[config.mk]
export PLATFORM = sky130hd
export DESIGN_NAME = pipcu_fifo
export DESIGN_NICKNAME = d
export VERILOG_FILES = /design/src/sv/pipcu_pkg.sv /design/src/sv/pipcu_fifo.sv
export SDC_FILE = /design/constraint.sdc
export NUM_CORES = 1
export LEC_CHECK = 0
export ABC_CLOCK_PERIOD_IN_PS = 2070
export BUFFER_PORTS_ARGS = -buffer_cell sky130_fd_sc_hd__buf_2
export CELL_PAD_IN_SITES_DETAIL_PLACEMENT = 0
export CELL_PAD_IN_SITES_GLOBAL_PLACEMENT = 2
export CORE_AREA = 10 10 47 49
export DETAILED_ROUTE_END_ITERATION = 10
export DIE_AREA = 0 0 57 59
export PLACE_DENSITY_LB_ADDON = 0.08
export SLEW_MARGIN = 20
export SYNTH_ARGS = -nofsm -noshare
export SYNTH_HDL_FRONTEND = slang
export SYNTH_SLANG_ARGS = --single-unit
[constraint.sdc]
create_clock -name clk_i -period 2.07 [get_ports clk_i]
set_clock_uncertainty 0.2 [all_clocks]
set_input_delay 0.207 -clock clk_i [delete_from_list [all_inputs] [get_ports clk_i]]
set_output_delay 0.207 -clock clk_i [all_outputs]
set_load 0.01 [all_outputs]
[src/sv/pipcu_pkg.sv]
// shared constants and types for the point-in-polygon crossing unit
// no dependencies; used by pipcu_fifo, pipcu_back and the top level
package pipcu_pkg;

  // default coordinate width, signed q16.16
  localparam int unsigned COORD_BITS_DEFAULT = 32;

  // depth of the edge queue and of the result queue
  localparam int unsigned QUEUE_DEPTH = 2;

  // fill status of a queue
  typedef struct packed {
    logic full;
    logic empty;
  } fifo_stat_t;

endpackage

[src/sv/pipcu_fifo.sv]
// small register queue with push/pop on both sides
// depends on pipcu_pkg for the status struct
module pipcu_fifo #(
  parameter int unsigned Width = 1,
  parameter int unsigned Depth = 2
) (
  input  logic                 clk_i,
  input  logic                 rst_ni,
  input  logic                 push_i,
  input  logic [Width-1:0]     data_i,
  input  logic                 pop_i,
  output logic [Width-1:0]     data_o,
  output pipcu_pkg::fifo_stat_t stat_o
);
  import pipcu_pkg::*;

  localparam int unsigned PtrW = (Depth > 1) ? $clog2(Depth) : 1;
  localparam int unsigned CntW = $clog2(Depth + 1);

  logic [Width-1:0] mem_q [Depth];
  logic [PtrW-1:0]  wr_ptr_q, wr_ptr_d;
  logic [PtrW-1:0]  rd_ptr_q, rd_ptr_d;
  logic [CntW-1:0]  count_q, count_d;
  logic             push_fire;
  logic             pop_fire;

  assign stat_o.full  = (count_q == CntW'(Depth));
  assign stat_o.empty = (count_q == '0);
  assign push_fire    = push_i && !stat_o.full;
  assign pop_fire     = pop_i && !stat_o.empty;
  assign data_o       = mem_q[rd_ptr_q];

  always_comb begin
    wr_ptr_d = wr_ptr_q;
    rd_ptr_d = rd_ptr_q;
    count_d  = count_q;
    if (push_fire) begin
      wr_ptr_d = (wr_ptr_q == PtrW'(Depth - 1)) ? '0 : wr_ptr_q + 1'b1;
    end
    if (pop_fire) begin
      rd_ptr_d = (rd_ptr_q == PtrW'(Depth - 1)) ? '0 : rd_ptr_q + 1'b1;
    end
    if (push_fire && !pop_fire) begin
      count_d = count_q + 1'b1;
    end else if (pop_fire && !push_fire) begin
      count_d = count_q - 1'b1;
    end
  end

  always_ff @(posedge clk_i or negedge rst_ni) begin
    if (!rst_ni) begin
      wr_ptr_q <= '0;
      rd_ptr_q <= '0;
      count_q  <= '0;
    end else begin
      wr_ptr_q <= wr_ptr_d;
      rd_ptr_q <= rd_ptr_d;
      count_q  <= count_d;
    end
  end

  always_ff @(posedge clk_i) begin
    if (push_fire) begin
      mem_q[wr_ptr_q] <= data_i;
    end
  end

  assert property (@(posedge clk_i) disable iff (!rst_ni)
    count_q <= CntW'(Depth))
    else $error("queue count beyond depth");

  assert property (@(posedge clk_i) disable iff (!rst_ni)
    (push_fire && !pop_fire) |=> (count_q == $past(count_q) + 1'b1))
    else $error("queue count missed a push");

  assert property (@(posedge clk_i) disable iff (!rst_ni)
    (pop_i && stat_o.empty) |=> $stable(rd_ptr_q))
    else $error("read pointer moved on pop of empty queue");

endmodule

# Word-level counts from Yosys, hierarchy flattened
# Memories as Yosys holds them, arrays and structs flattened.
# Cells that the tools add are included.
# word_totals
regBits	4
ram_bits	2
out_inout_bits	3
wordCells	25
memories	1
# mem_list
name	words	width	read_ports	rd_ports_with_merged_regs	wr	line_no	source
mem_q	2	1	1	0	1	pipcu_fifo.sv:20	logic [Width-1:0] mem_q [Depth];
# classes
add_sub_neg	4
eq_ne	1
muxes	6
reduce_logical	10
# ops
op	count
logical AND 1 bit	4
zero test 1 bit	4
2-to-1 mux 1 bit	4
2-to-1 mux 2 bit	2
adder 1 bit, second input constant	2
adder 2 x 1 -> 2 bit, second input constant	1
== test 2 bit, second input constant	1
zero test 2 bit	1
nonzero test 2 bit	1
subtractor 2 x 1 -> 2 bit, second input constant	1

# Logic depth before layout (Yosys ltp)
# depth
word_depth	7
depth_mapped	7
ltp_nobuf	7

# Worst setup path before layout
# OpenSTA, ideal clock, no wires.
# synth_timing
path_type	register to register
from	register count_q[0]
to	register count_q[1]
setup_time_ps	79
arrival_time_ps	1282
required_time_ps	1791
path_slack_ps	509
path_stages_with_launch	7
path_buffers	0
period_less_slack_ps	1561
path_cell_list	dfrtp_1 > nand2b_1 > nand2_1 > inv_1 > ha_1 > nor2_1 > xor2_1
# synth_via
elab_chain_len	6
elab_cells_between_ends	15
# synth_lines
element	line_no	source
start: declaration	pipcu_fifo.sv:23	logic [CntW-1:0] count_q, count_d;
start signal: assignment	pipcu_fifo.sv:58	count_q <= count_d;
== test 2 bit / zero test 2 bit (equally long branches)	pipcu_fifo.sv:27, pipcu_fifo.sv:28	
zero test 1 bit, on equally long branches	pipcu_fifo.sv:29, pipcu_fifo.sv:30	
logical AND 1 bit, on equally long branches	pipcu_fifo.sv:29, pipcu_fifo.sv:30	
zero test 1 bit, on equally long branches	pipcu_fifo.sv:45, pipcu_fifo.sv:43	
logical AND 1 bit, on equally long branches	pipcu_fifo.sv:45, pipcu_fifo.sv:43	
nonzero test 2 bit (no line) / 2-to-1 mux 2 bit (equally long branches)	n/a	
# Parallel ways exist; a longest one is shown, timed or not. The select of a mux whose other input is x is not followed.
# A chain may end at the register's enable or synchronous reset.

# Worst setup path after layout
# Ends and elaborated chain as after synthesis.

==> metrics.md <==
| Metric | Value |
|---|---|
| P&R area growth vs syn | `36.4%` |
| Crit Path Category | `reg2reg` |
| Hold Violations, Final | `0` |
| Crit end category | `flip-flop` |
| DIE WIDTH | `57 µm` |
| GPL Wtd Cong | `0.683` |
| HPWL after DPL | `479 µm` |
| Critical Path Most Common Cell | `xor2_1` |
| Crit share post-route | `82.1%` |
| Sink Count | `6` |
| Vias in the first global route | `225` |
| Hold-fix buffers, CTS | `2` |
| Max Buffers Root-to-Sink | `2` |
| Synth Register Bits | `6` |
| WP data required | `2.04 ns` |
| Post-synthesis sequential area ratio | `59.8%` |
| Pin count of the biggest net entering global routing | `6` |
| Root Buffer | `clkbuf_4` |
| Ports | `8` |
| Clk slew on worst S/H paths | `0.05 ns` |
| Count of input and output buffers | `7` |
| First-pass GRT wire length | `1040 µm` |
| Diode count | `0` |
| CP max stage delay | `0.43 ns` |
| Final setup violation count | `0` |
| TNS Setup | `0 ns` |
| Lkg Pwr | `0.177 nW` |
| Flop2flop setup slack | `0.37 ns` |
| Core Region | `1400 µm²` |
| Inst Count DP | `45` |
| Hold EP | `wr_ptr_q$_DFFE_PN0N_` |
| Hold Path Depth | `3` |
| Post-DRT Antenna Nets | `0` |
| Fmax | `0.588 GHz` |
| H-tree levels | `1` |
| Worst min path class | `in2reg` |
| Initial Util | `19.1%` |
| WP data arrival | `1.67 ns` |
| Synth unique cells | `12` |
| # rows | `14` |
| Vias | `189` |
| Worst vdd rail ir drop | `0.337 mV` |
| Final non-filler cell total | `50` |
| Buf/Inv on CP | `1` |
| Power density of the placed cells | `1460 nW/µm²` |
| Resized Gates After CTS | `0` |
| Max_slew headroom | `84.6%` |
| Pre-antenna DRT Iters | `2` |
| Hold Slack | `0.0942 ns` |
| CP Cell Sequence | `nand2b_1, nand2_1, inv_1, ha_1, xor2_1, nor2_1, xor2_1` |
| Slowest cell on crit path | `dfrtp_1` |
| CTS tree | `yes` |
| Reg2Reg Launch Point | `count_q[0]$_DFFE_PN0P_` |
| Reg2Reg Depth | `7` |
| Largest fanout on the critical path | `5` |
| Syn Area/Cell | `12.2 µm²` |
| Synth Instances | `22` |
| Crit path max-delay family | `simple AND/OR/NAND/NOR gates` |
| HP Start | `push_i` |
| Post-CTS setup buffer count | `0` |
| Initial antenna violation count | `0` |
| Total global-route track usage | `4.51%` |
| Remaining DRCs | `0` |
| Minimum clock period | `1.70 ns` |
| Slew Limit Fails | `0` |
| DRT Wirelength | `578 µm` |
| Grt total ovfl | `0` |
| Worst-Skew Late Latency | `0.24 ns` |
| Die area | `3360 µm²` |
| Worst setup SP type | `flip-flop` |
| Post-Syn Area | `268 µm²` |
| FF-to-FF End | `count_q[1]$_DFFE_PN0P_` |
| Share of cells above drive strength 1 | `32.4%` |
| CTS buffer count | `3` |
| Die H | `59 µm` |
| Worst-Margin Slew | `0.230 ns` |
| Nets | `42` |
| Post-Syn Nets | `28` |
| Status | `finished, final reports clean` |
| YS warnings | `0` |
| Drt initial violations | `2` |
| Max Cap Viol | `0` |
| RSZ-0062 raised after global routing | `false` |
| Wire length per cell | `11.6 µm` |
| Drt via density | `3.78` |
-- per-stage QoR --
step | utilization [%] | total power, mW | instance area, µm² | setup slack [ns]
floorplan | - | 0.367 | 268 | 0.509
global placement | 23.0 | 0.430 | 323 | 0.372
detailed placement | 23.0 | 0.434 | 323 | 0.360
CTS | 26.1 | 0.549 | 365 | 0.349
global route | 26.1 | 0.584 | 365 | 0.214
finish | 26.1 | 0.534 | 365 | 0.370
-- area by class of cell --
type | instances | area (µm²)
inverter | 2 | 7.51
timing repair buffer | 9 | 55.1
multi-input combinational | 14 | 100
clock buffer | 3 | 22.5
fill | 166 | 1040
tap | 16 | 20.0
sequential | 6 | 160
-- layer usage --
metal,vias to the layer above,GRT usage (%),part of all wire [%]
li1,95,-,-
met1,88,4.31,40
met2,4,5.27,53
met3,2,2.15,3.6
met4,0,8.05,3.6
met5,-,0,0
-- cells in the final DEF, fill, tap and decap left out, drive strengths merged --
| cell | Yosys | layout |
|---|---|---|
| and3 | 1 | 1 |
| edfxtp | 2 | 2 |
| clkbuf | 0 | 3 |
| nor2 | 3 | 3 |
| dlygate4sd3 | 0 | 2 |
| inv | 2 | 2 |
| buf | 0 | 7 |
| nand2b | 1 | 1 |
| o21ai | 1 | 1 |
| ha | 1 | 1 |
| xor2 | 2 | 2 |
| mux2 | 1 | 1 |
| dfrtp | 4 | 4 |
| xnor2 | 3 | 3 |
| nand2 | 1 | 1 |
-- power breakdown --
part / leakage [nW] / internal (mW) / switching [mW] / total, mW
Sequential: 0.0652 / 0.178 / 0.0461 / 0.224
Clock: 0.0138 / 0.0656 / 0.0419 / 0.108
Combinational: 0.0981 / 0.107 / 0.0953 / 0.202
Total: 0.177 / 0.351 / 0.183 / 0.534
-- kinds of logic (layout without fill, tap and decap cells) --
logic type,after synthesis,in the layout,synth area share [%]
flip-flops,6,6,59.8
AND/OR/NAND/NOR,6,6,10.3
XOR/XNOR,5,5,16.4
buffers and inverters,2,14,2.80
adder cells (fa/ha/maj),1,1,4.67
AO/OA/AOI/OAI,1,1,1.87
multiplexers,1,1,4.21
-- flip-flops by register name, summed over array words and instances (netlist names) --
name,count
count_q,2
mem_q,2
rd_ptr_q,1
wr_ptr_q,1
-- worst max-delay path by stage --
stage,start,to,slack [ns],cells past startpoint
6_report,count_q[0]$_DFFE_PN0P_,count_q[1]$_DFFE_PN0P_,0.37,7
5_1_grt,count_q[0]$_DFFE_PN0P_,count_q[1]$_DFFE_PN0P_,0.21,7
4_1_cts,count_q[0]$_DFFE_PN0P_,count_q[1]$_DFFE_PN0P_,0.35,7
3_5_place_dp,count_q[0]$_DFFE_PN0P_,count_q[1]$_DFFE_PN0P_,0.36,7
3_3_place_gp,count_q[0]$_DFFE_PN0P_,count_q[1]$_DFFE_PN0P_,0.37,6
2_1_floorplan,count_q[0]$_DFFE_PN0P_,count_q[1]$_DFFE_PN0P_,0.51,6
-- worst reg2reg max path: cells and delay by family (launching register included) --
family	cells	cell delay [ns]
adders and majority gates	1	0.18
DFF	1	0.43
and+or+nand+nor	3	0.46
buffers and inverters	1	0.06
xor gates and xnor gates	2	0.29
-- synthesized netlist by cell type --
cell | n | area share (%)
dfrtp_1 | 4 | 37
nor2_1 | 3 | 4.2
xnor2_1 | 3 | 9.8
edfxtp_1 | 2 | 22
inv_1 | 2 | 2.8
xor2_1 | 2 | 6.5
and3_1 | 1 | 2.3
ha_1 | 1 | 4.7
mux2_2 | 1 | 4.2
nand2_1 | 1 | 1.4
nand2b_1 | 1 | 2.3
o21ai_1 | 1 | 1.9
Note: power is estimated with default switching activity, not from simulation.
