--- config.mk ---
export PLATFORM = sky130hd
export DESIGN_NAME = pipcu_front
export DESIGN_NICKNAME = d
export VERILOG_FILES = /design/src/sv/pipcu_front.sv
export SDC_FILE = /design/constraint.sdc
export NUM_CORES = 1
export LEC_CHECK = 0
export BUFFER_PORTS_ARGS = -buffer_cell sky130_fd_sc_hd__buf_2
export CORE_ASPECT_RATIO = 1.4
export CORE_UTILIZATION = 45
export DETAILED_ROUTE_END_ITERATION = 8
export PLACE_DENSITY = 0.88
export SLEW_MARGIN = 20
export SYNTH_ARGS = -nofsm -noshare
export SYNTH_HDL_FRONTEND = slang
export SYNTH_SLANG_ARGS = --single-unit
export TNS_END_PERCENT = 5
--- constraint.sdc ---
create_clock -name vclk -period 4
set_clock_uncertainty 0.15 [all_clocks]
set_input_delay 0.8 -clock vclk [all_inputs]
set_output_delay 0.8 -clock vclk [all_outputs]
set_load 0.05 [all_outputs]
--- src/sv/pipcu_front.sv ---
// front part: forms edge-relative differences and the straddle flag
// no package dependency; feeds the edge queue
module pipcu_front #(
  parameter int unsigned CoordBits = 32
) (
  input  logic signed [CoordBits-1:0]   point_x_i,
  input  logic signed [CoordBits-1:0]   point_y_i,
  input  logic signed [CoordBits-1:0]   start_x_i,
  input  logic signed [CoordBits-1:0]   start_y_i,
  input  logic signed [CoordBits-1:0]   end_x_i,
  input  logic signed [CoordBits-1:0]   end_y_i,
  input  logic                          last_edge_i,
  output logic [4*(CoordBits+1)+1:0]    edge_o
);

  localparam int unsigned W = CoordBits + 1;

  logic [W-1:0] dif_a;  // px - sx
  logic [W-1:0] dif_b;  // py - sy
  logic [W-1:0] dif_c;  // ex - sx
  logic [W-1:0] dif_d;  // ey - sy
  logic         start_ge;
  logic         end_lt;
  logic         straddle;

  assign dif_a = {point_x_i[CoordBits-1], point_x_i} - {start_x_i[CoordBits-1], start_x_i};
  assign dif_b = {point_y_i[CoordBits-1], point_y_i} - {start_y_i[CoordBits-1], start_y_i};
  assign dif_c = {end_x_i[CoordBits-1], end_x_i} - {start_x_i[CoordBits-1], start_x_i};
  assign dif_d = {end_y_i[CoordBits-1], end_y_i} - {start_y_i[CoordBits-1], start_y_i};

  // half-open rule: start at or above the point, end strictly below, or the reverse
  assign start_ge = (start_y_i >= point_y_i);
  assign end_lt   = (end_y_i < point_y_i);
  assign straddle = (start_ge == end_lt);

  assign edge_o = {last_edge_i, straddle, dif_a, dif_b, dif_c, dif_d};

endmodule

==> results of run 1 <==
-- kinds of logic after synthesis --
family                     after synthesis  share of synthesized area (%)
AOI/OAI and AO/OA                      340                           32.5
adders and majority gates              164                           29.1
xor gates and xnor gates               107                           13.1
buffers and inverters                  154                           8.27
and+or+nand+nor                        251                           17.0
-- through the flow --
step / std cells / instance area (sq um) / setup TNS [ns] / setup slack (ns)
floorplan: 1016 / 7460 / -10.51 / -0.301
CTS: 1760 / 11600 / -15.77 / -0.592
detailed placement: 1757 / 11100 / -25.18 / -0.827
global placement: 1757 / 11100 / -20.28 / -0.639
-- per-layer routing --
metal  overflow  global-route usage, %
met1          0                   54.0
met2         39                   80.6
met3          1                   32.1
met4         24                   56.8
met5          0                   2.27
-- cell usage after synthesis, drive strengths merged, types with 7 or more instances --
cell and number:
a211oi 9, nor3 12, a21o 49, nand3 31, and3 10, nand2 64
o21bai 15, ha 160, nor2b 22, xor2 30, inv 145, nor2 64
nand2b 20, a21oi 111, a31oi 19, o211ai 7, nand4 12, o21ai 57
xnor2 77, o21a 20
-- repair_timing --
item	CTS
hold endpoints to repair	0
pin swaps	46
buffers inserted	3
resized for setup	143
endpoints found under the setup margin	74
hold buffers	0
==> impl_metrics.env, run 1 <==
export IMPL_grt_ovfl_total=64
export IMPL_worst_path_end_type="primary output"
export IMPL_die_w_um=109
export IMPL_ys_top_cells_by_area="ha_1 28%, xnor2_1 9.4%, inv_1 7.6%, a21oi_1 7.4%, a21o_1 5.1%"
export IMPL_stage_reached="5_1_grt"
export IMPL_post_synth_top_area_share_pct=28.0
export IMPL_port_buffers=325
export IMPL_grt_worst_endpoint="edge_o[92]"
export IMPL_status="aborted with a tool error"
export IMPL_synth_fp_nets=1373
export IMPL_firstError="[ERROR GRT-0232] Routing congestion too high. Check the congestion heatmap in the GUI."
export IMPL_syn_inst=1016
export IMPL_count_of_synthesis_stage_warnings_from_yosys=0
export IMPL_grt_max_degree=8
export IMPL_grt_usage_pct=55.9
export IMPL_syn_area_cell_sq_um=7.04
export IMPL_hpwl_after_detailed_placement_um=24900
export IMPL_routabilityCongestion=0.971
export IMPL_mappedNetlistArea_sq_um=7150
export IMPL_ys_seq_area_share_pct=0
export IMPL_yosysTopAreaCell="ha_1"
export IMPL_floorplan_die_height_um=151
export IMPL_design_portCount=327
export IMPL_floorplan_initialDensity_pct=46.0
export IMPL_rows=54
export IMPL_synth_cell_type_count=70
==> inputs of run 2 (changes only) <==
- CORE_ASPECT_RATIO: 1.4 -> not set
- CORE_UTILIZATION: 45 -> 40
- PLACE_DENSITY: 0.88 -> not set
- PLACE_DENSITY_LB_ADDON: not set -> 0.15
- clock period: 4 -> 5.2 ns (I/O delays scaled with it)
==> impl_metrics.env, run 2 <==
export IMPL_core_sq_um=17400
export IMPL_routabilityCongestion=0.902
export IMPL_layout_commonest_cell="buf_2"
export IMPL_pwr_share_comb_pct=100.0
export IMPL_vias_per_cell=5.22
export IMPL_synth_fp_nets=1373
export IMPL_floorplan_die_height_um=136
export IMPL_nNetsFinal=1709
export IMPL_ys_top_cells_by_area="ha_1 28%, xnor2_1 9.4%, inv_1 7.6%, a21oi_1 7.4%, a21o_1 5.1%"
export IMPL_first_pass_iteration_count_of_the_detailed_router=5
export IMPL_grt_usage_pct=23.3
export IMPL_port_buffers=325
export IMPL_power_density_cell_area_nw_per_um2=221
export IMPL_share_of_post_route_cells_with_drive_strength_above_1_pct=28.4
export IMPL_maxCapViolations=0
export IMPL_mostFrequentLayoutCells="315 x buf_2, 159 x ha_1, 145 x inv_1, 106 x a21oi_1, 76 x xnor2_1"
export IMPL_grt_ovfl_total=0
export IMPL_grt_max_degree=9
export IMPL_route_detailed_wl_per_inst_um=14.3
export IMPL_critical_path_peak_fanout=3
export IMPL_synth_most_common_cell="ha_1"
export IMPL_status="complete, no violations"
export IMPL_drt_wl_total_um=22600
export IMPL_die_w_um=136
export IMPL_maxSlewHeadroom_pct=64.8
export IMPL_critical_path_class="input pin to output port"
export IMPL_hpwl_after_detailed_placement_um=20300
export IMPL_sw_frac_of_total_pct=69.9
export IMPL_final_period_minus_worst_setup_slack_ns=5.09
export IMPL_holdBufCountCts=0
export IMPL_post_synth_top_area_share_pct=28.0
export IMPL_cp_arrival_ns=3.90
export IMPL_floorplan_initialDensity_pct=41.2
export IMPL_finish_instance_area_sq_um=9270
export IMPL_grt_setup_unrepaired="yes"
export IMPL_syn_area_cell_sq_um=7.04
export IMPL_worstSetupStartpointType="input pin"
export IMPL_count_of_synthesis_stage_warnings_from_yosys=0
export IMPL_min_delay_path_class="input pin to output port"
export IMPL_global_route_wire_length_before_repair_um=35300
export IMPL_yosysTopAreaCell="ha_1"
export IMPL_internal_w=0.000618
export IMPL_irDropWorstVdd_mv=0.133
export IMPL_timing_final_setup_violations=0
export IMPL_layout_clock_buffers=0
export IMPL_ys_seq_area_share_pct=0
export IMPL_number_of_antenna_violations_at_the_first_check_in_global_routing=3
export IMPL_final_hold_viol_count=0
export IMPL_cp_end_kind="output port"
export IMPL_drtAntennaViolNets=0
export IMPL_timing_worst_slew_pin_value_ns=0.521
export IMPL_synth_cell_type_count=70
export IMPL_first_global_vias=7653
export IMPL_fin_util_pct=53.4
export IMPL_detailed_place_area_sq_um=9130
export IMPL_area_growth_syn_to_layout_pct=29.6
export IMPL_number_of_vias_in_the_routed_layout=8226
export IMPL_syn_inst=1016
export IMPL_max_clock_freq_mhz=197
export IMPL_design_portCount=327
export IMPL_synth_top_cells_by_count="160 x ha_1, 145 x inv_1, 106 x a21oi_1"
export IMPL_drtIter0Drc=263
export IMPL_post_route_period_util_pct=97.8
export IMPL_sequential_cell_total=0
export IMPL_ff_latch_area_sq_um=0
export IMPL_total_leakage_power_nw=5.13
export IMPL_power_share_sequential_pct=0
export IMPL_timing_max_transition_violations_final=0
export IMPL_fp_dieArea_sq_um=18400
export IMPL_required_ns=4.01
export IMPL_remaining_routing_drc_violations=0
export IMPL_rows=48
export IMPL_setup_tns_final_ns=0
export IMPL_clock_power_share_pct=0
export IMPL_mappedNetlistArea_sq_um=7150
export IMPL_power_switching_w=0.00143
[run 2: cell counts after synthesis]
Identical to the previous run, type by type.
[run 2: final cells by class]
cell class | count | area (sq um)
antenna | 1 | 2.50
multi-input combinational | 862 | 6650
fill | 1789 | 8090
tap | 225 | 282
inverter | 145 | 544
timing repair buffer | 343 | 1790
[run 2: final timing paths]
kind | start | endpoint | slack [ns] | depth (start not counted)
worst max-delay path | start_x_i[0] | edge_o[63] | 0.11 | 14
worst min-delay path | last_edge_i | edge_o[133] | 1.93 | 0
[run 2: repair_timing]
item | CTS | global route
setup endpoints to repair | 0 | 18
buffers inserted | 0 | 4
gates resized for setup | 0 | 28
[run 2: logic make-up after synthesis]
group,Yosys count,share of synthesized area (%)
compound gates,340,32.5
simple gates,251,17.0
xor+xnor,107,13.1
fa+ha+maj,164,29.1
buf+inv,154,8.27
[run 2: stage by stage]
stage	total power [W]	instances	setup slack (ns)	hold slack (ns)
finish	0.00205	1576	0.114	1.93
global route	0.00219	1576	-0.0623	1.93
CTS	0.00202	1571	0.0106	1.93
detailed placement	0.00202	1571	0.0189	1.93
global placement	0.00201	1571	0.0455	1.93
floorplan	0.00154	1016	-0.0874	2.10
[run 2: layer usage]
layer	wire, um	share of wire (%)	global-route usage (%)	vias to the layer above
met5	0	0	0	-
met3	1390	6.2	2.32	38
met1	9750	43	28.7	3606
met2	10800	48	42.5	279
li1	-	-	-	4303
met4	648	2.9	6.30	0
[run 2: power by group through the flow]
stage | registers [W] | logic [W] | clock network, W
final | 0 | 0.00205 | 0.0000000000257
after global routing | 0 | 0.00219 | 0.0000000000257
after CTS | 0 | 0.00202 | 0
after detailed placement | 0 | 0.00202 | 0
after global placement | 0 | 0.00201 | 0
after floorplan | 0 | 0.00154 | 0
[run 2: worst max-delay path, cell delays in order]
cell and delay [ns]:
buf_2 0.11, ha_2 0.19, fa_2 0.38, nor2b_1 0.13, o21a_1 0.16, o21ai_1 0.08, a21o_1 0.22, a31oi_4 0.23
nand3_2 0.10, a311oi_2 0.36, nand3_1 0.19, o31ai_2 0.25, xor2_1 0.22, buf_4 0.23
Note: power is estimated with default switching activity, not from simulation.
==> inputs of run 3 (changes only) <==
- CELL_PAD_IN_SITES_DETAIL_PLACEMENT: not set -> 0
- CELL_PAD_IN_SITES_GLOBAL_PLACEMENT: not set -> 1
- CORE_UTILIZATION: 40 -> 34
==> impl_metrics.env, run 3 (synthesized netlist as in run 2, its figures left out) <==
export IMPL_status="complete, no violations"
export IMPL_number_of_vias_in_the_routed_layout=8132
export IMPL_final_period_minus_worst_setup_slack_ns=5.11
export IMPL_area_growth_syn_to_layout_pct=31.3
export IMPL_antenna_cells_inserted=0
export IMPL_cp_end_kind="output port"
export IMPL_remaining_routing_drc_violations=0
export IMPL_drtIter0Drc=209
export IMPL_global_route_wire_length_before_repair_um=37100
export IMPL_worst_path_max_delay_cell="o41a_1"
export IMPL_grt_ovfl_total=0
export IMPL_fin_util_pct=46.0
export IMPL_core_sq_um=20400
export IMPL_critical_path_max_stage_delay_ns=0.47
export IMPL_grt_max_degree=9
export IMPL_drtAntennaViolNets=0
export IMPL_worst_path_most_repeated_cell="a31oi_4"
export IMPL_holdBufCountCts=0
export IMPL_layout_clock_buffers=0
export IMPL_ff_latch_area_sq_um=0
export IMPL_post_route_period_util_pct=98.3
export IMPL_cp_cell_instances="buf_2 -> inv_1 -> ha_1 -> nor2b_1 -> o31ai_2 -> a21oi_2 -> o41a_1 -> o21ai_4 -> a31oi_4 -> a31oi_4 -> o21bai_1 -> a21oi_1 -> xnor2_1 -> buf_4"
export IMPL_worstSetupStartpointType="input pin"
export IMPL_required_ns=4.01
export IMPL_design_portCount=327
export IMPL_grt_setup_unrepaired="yes"
export IMPL_power_density_cell_area_nw_per_um2=220
export IMPL_sequential_cell_total=0
export IMPL_nNetsFinal=1704
export IMPL_share_of_post_route_cells_with_drive_strength_above_1_pct=28.8
export IMPL_floorplan_die_height_um=147
export IMPL_fp_dieArea_sq_um=21600
export IMPL_route_detailed_wl_per_inst_um=14.6
export IMPL_rows=52
export IMPL_layout_commonest_cell="buf_2"
export IMPL_hpwl_after_detailed_placement_um=21100
export IMPL_grt_usage_pct=20.6
export IMPL_mostFrequentLayoutCells="311 x buf_2, 158 x ha_1, 145 x inv_1, 105 x a21oi_1, 76 x xnor2_1"
export IMPL_critical_path_class="input pin to output port"
export IMPL_cp_arrival_ns=3.92
export IMPL_maxCapViolations=0
export IMPL_total_leakage_power_nw=5.12
export IMPL_timing_worst_slew_pin_value_ns=0.565
export IMPL_floorplan_initialDensity_pct=35.0
export IMPL_timing_critical_path_max_delay_family="compound AO/OA/AOI/OAI gates"
export IMPL_final_hold_viol_count=0
export IMPL_maxSlewHeadroom_pct=62.0
export IMPL_critical_path_peak_fanout=4
export IMPL_number_of_antenna_violations_at_the_first_check_in_global_routing=0
export IMPL_timing_max_transition_violations_final=0
export IMPL_die_w_um=147
export IMPL_routabilityCongestion=0.885
export IMPL_worstPathBufferInverterCount=3
export IMPL_port_buffers=325
export IMPL_detailed_place_area_sq_um=9130
export IMPL_first_pass_iteration_count_of_the_detailed_router=5
export IMPL_irDropWorstVdd_mv=0.118
export IMPL_drt_wl_total_um=23500
export IMPL_finish_instance_area_sq_um=9390
export IMPL_vias_per_cell=5.04
export IMPL_min_delay_path_class="input pin to output port"
export IMPL_max_clock_freq_mhz=196
export IMPL_first_global_vias=7818
export IMPL_timing_final_setup_violations=0
## run 3: area by class of cell
cell class / count / area [sq um]
timing repair buffer: 338 / 1760
fill: 2232 / 11000
multi-input combinational: 862 / 6740
tap: 270 / 338
inverter: 145 / 544
## run 3: report_power, final
group / leakage [nW] / switching, W / internal, W
Combinational: 5.12 / 0.00144 / 0.000621
Clock: 0 / 0 / 0
Sequential: 0 / 0 / 0
Total: 5.12 / 0.00144 / 0.000621
## run 3: timing repair
item	4_1_cts	5_1_grt
buffers inserted	0	6
resized for setup	0	50
hold endpoints to repair	0	0
endpoints found under the setup margin	0	22
## run 3: worst paths after layout
kind / startpoint / to / slack, ns / cells past startpoint
max: start_y_i[2] / edge_o[26] / 0.09 / 14
min: last_edge_i / edge_o[133] / 1.93 / 0
## run 3: through the flow
| stage | setup WS [ns] | hold slack, ns | total power (W) | instances | TNS, ns |
|---|---|---|---|---|---|
| 6_report | 0.0881 | 1.93 | 0.00206 | 1615 | 0 |
| 5_1_grt | -0.0449 | 1.93 | 0.00221 | 1615 | -0.100 |
| 4_1_cts | 0.00934 | 1.93 | 0.00202 | 1609 | 0 |
| 3_5_place_dp | 0.0340 | 1.93 | 0.00201 | 1609 | 0 |
| 3_3_place_gp | 0.0406 | 1.93 | 0.00202 | 1609 | 0 |
| 2_1_floorplan | -0.0874 | 2.10 | 0.00154 | 1016 | -0.173 |
## run 3: routing by layer
layer | part of all wire, % | routed length, um | GRT usage (%)
met5 | 0 | 0 | 0
met4 | 0.72 | 170 | 1.39
met3 | 5.7 | 1340 | 2.70
met2 | 48 | 11400 | 38.1
met1 | 45 | 10700 | 26.3
==> inputs of run 4 (changes only) <==
- BUFFER_PORTS_ARGS: -buffer_cell sky130_fd_sc_hd__buf_2 -> not set
- CORE_UTILIZATION: 34 -> 32
- DONT_BUFFER_PORTS: not set -> 1
- GPL_TIMING_DRIVEN: not set -> 1
==> impl_metrics.env, run 4 (synthesized netlist as in run 2, its figures left out) <==
export IMPL_status="complete, no violations"
export IMPL_global_route_wire_length_before_repair_um=34500
export IMPL_drtIter0Drc=274
export IMPL_hpwl_after_detailed_placement_um=20900
export IMPL_timing_worst_slew_pin_value_ns=0.888
export IMPL_layout_commonest_cell="ha_1"
export IMPL_floorplan_initialDensity_pct=32.7
export IMPL_number_of_antenna_violations_at_the_first_check_in_global_routing=0
export IMPL_ff_latch_area_sq_um=0
export IMPL_final_instance_count_excl_fill=1412
export IMPL_final_hold_viol_count=0
export IMPL_cp_end_kind="output port"
export IMPL_port_buffers=0
export IMPL_sw_frac_of_total_pct=67.8
export IMPL_worst_path_max_delay_cell="or4b_1"
export IMPL_timing_max_transition_violations_final=0
export IMPL_maxSlewHeadroom_pct=40.6
export IMPL_timing_critical_path_max_delay_family="simple AND/OR/NAND/NOR gates"
export IMPL_placedCellCount=1412
export IMPL_finish_instance_area_sq_um=8450
export IMPL_first_pass_iteration_count_of_the_detailed_router=6
export IMPL_core_sq_um=21900
export IMPL_antenna_cells_inserted=0
export IMPL_design_portCount=327
export IMPL_sequential_cell_total=0
export IMPL_grt_setup_unrepaired="no"
export IMPL_critPathLaunch="point_x_i[0]"
export IMPL_irDropWorstVdd_mv=0.115
export IMPL_routabilityCongestion=0.869
export IMPL_internal_w=0.000665
export IMPL_grt_usage_pct=18.5
export IMPL_critical_path_max_stage_delay_ns=0.57
export IMPL_die_w_um=151
export IMPL_rows=54
export IMPL_power_switching_w=0.00140
export IMPL_number_of_vias_in_the_routed_layout=7371
export IMPL_max_clock_freq_mhz=198
export IMPL_worst_path_most_repeated_cell="nand2b_1"
export IMPL_required_ns=4.01
export IMPL_detailed_place_area_sq_um=8440
export IMPL_fin_worst_hold_slack_ns=1.93
export IMPL_timing_hold_worst_start="last_edge_i"
export IMPL_mostFrequentLayoutCells="160 x ha_1, 145 x inv_1, 122 x buf_4, 106 x a21oi_1, 76 x xnor2_1"
export IMPL_critical_path_class="input pin to output port"
export IMPL_min_delay_path_class="input pin to output port"
export IMPL_clock_power_share_pct=0
export IMPL_vias_per_cell=5.22
export IMPL_total_leakage_power_nw=4.36
export IMPL_area_growth_syn_to_layout_pct=18.2
export IMPL_power_density_cell_area_nw_per_um2=245
export IMPL_layout_clock_buffers=0
export IMPL_design_power_total_w=0.00207
export IMPL_timing_final_setup_violations=0
export IMPL_maxCapViolations=0
export IMPL_holdBufCountCts=0
export IMPL_worstPathBufferInverterCount=2
export IMPL_fillers=2424
export IMPL_first_global_vias=6914
export IMPL_nNetsFinal=1491
export IMPL_route_detailed_wl_per_inst_um=16.4
export IMPL_grt_max_degree=9
export IMPL_drtAntennaViolNets=0
export IMPL_drt_wl_total_um=23100
export IMPL_final_period_minus_worst_setup_slack_ns=5.05
export IMPL_fp_dieArea_sq_um=23000
export IMPL_post_route_period_util_pct=97.1
export IMPL_cp_arrival_ns=3.86
export IMPL_grt_ovfl_total=0
export IMPL_power_share_sequential_pct=0
export IMPL_remaining_routing_drc_violations=0
export IMPL_critical_path_peak_fanout=3
export IMPL_pwr_share_comb_pct=100.0
export IMPL_cp_cell_instances="inv_1 -> ha_1 -> fa_1 -> nand2b_1 -> a21oi_2 -> nor3_1 -> or4b_1 -> a31o_2 -> o31ai_2 -> o21ai_1 -> nand2b_1 -> a21oi_1 -> xnor2_2 -> buf_12"
export IMPL_floorplan_die_height_um=151
export IMPL_share_of_post_route_cells_with_drive_strength_above_1_pct=14.1
export IMPL_worstSetupStartpointType="input pin"
-- run 4: cell types whose count changed in the layout (fill, tap and decap cells not counted), sizes merged --
cell    change
buf       -205
clkbuf      -8
-- run 4: repair_timing --
action | CTS | global route
endpoints found under the setup margin | 0 | 6
resized for setup | 0 | 3
buffers inserted | 0 | 0
-- run 4: through the flow --
stage | utilization, % | TNS (ns) | setup slack, ns
after detailed placement | 38.5 | 0 | 0.102
after floorplan | - | -0.173 | -0.0874
after global routing | 38.6 | 0 | 0.00160
final | 38.6 | 0 | 0.152
after global placement | 38.5 | 0 | 0.125
after CTS | 38.5 | 0 | 0.0790
-- run 4: area by class of cell --
| class | instances | area, sq um | share of cell area, % |
|---|---|---|---|
| well taps | 280 | 350 | 4.14 |
| repair buffers | 125 | 976 | 11.5 |
| inverters | 145 | 544 | 6.44 |
| multi-input cells | 862 | 6580 | 77.9 |
-- run 4: power groups by stage --
| stage | registers (W) | clock network [W] | logic (W) |
|---|---|---|---|
| CTS | 0 | 0 | 0.00207 |
| global placement | 0 | 0 | 0.00207 |
| global route | 0 | 0 | 0.00221 |
| finish | 0 | 0 | 0.00207 |
| floorplan | 0 | 0 | 0.00154 |
| detailed placement | 0 | 0 | 0.00207 |
-- run 4: worst paths after layout --
| path | cells after the start | endpoint | slack (ns) |
|---|---|---|---|
| worst max-delay path | 14 | edge_o[129] | 0.15 |
| worst min-delay path | 0 | edge_o[133] | 1.93 |
-- run 4: layer usage --
| layer | global-route usage (%) | vias up | share of wire, % |
|---|---|---|---|
| met5 | 0 | - | 0 |
| met4 | 2.03 | 0 | 1.3 |
| met3 | 3.83 | 16 | 8.2 |
| met2 | 32.7 | 229 | 46 |
| met1 | 23.6 | 3260 | 44 |
| li1 | - | 3866 | - |
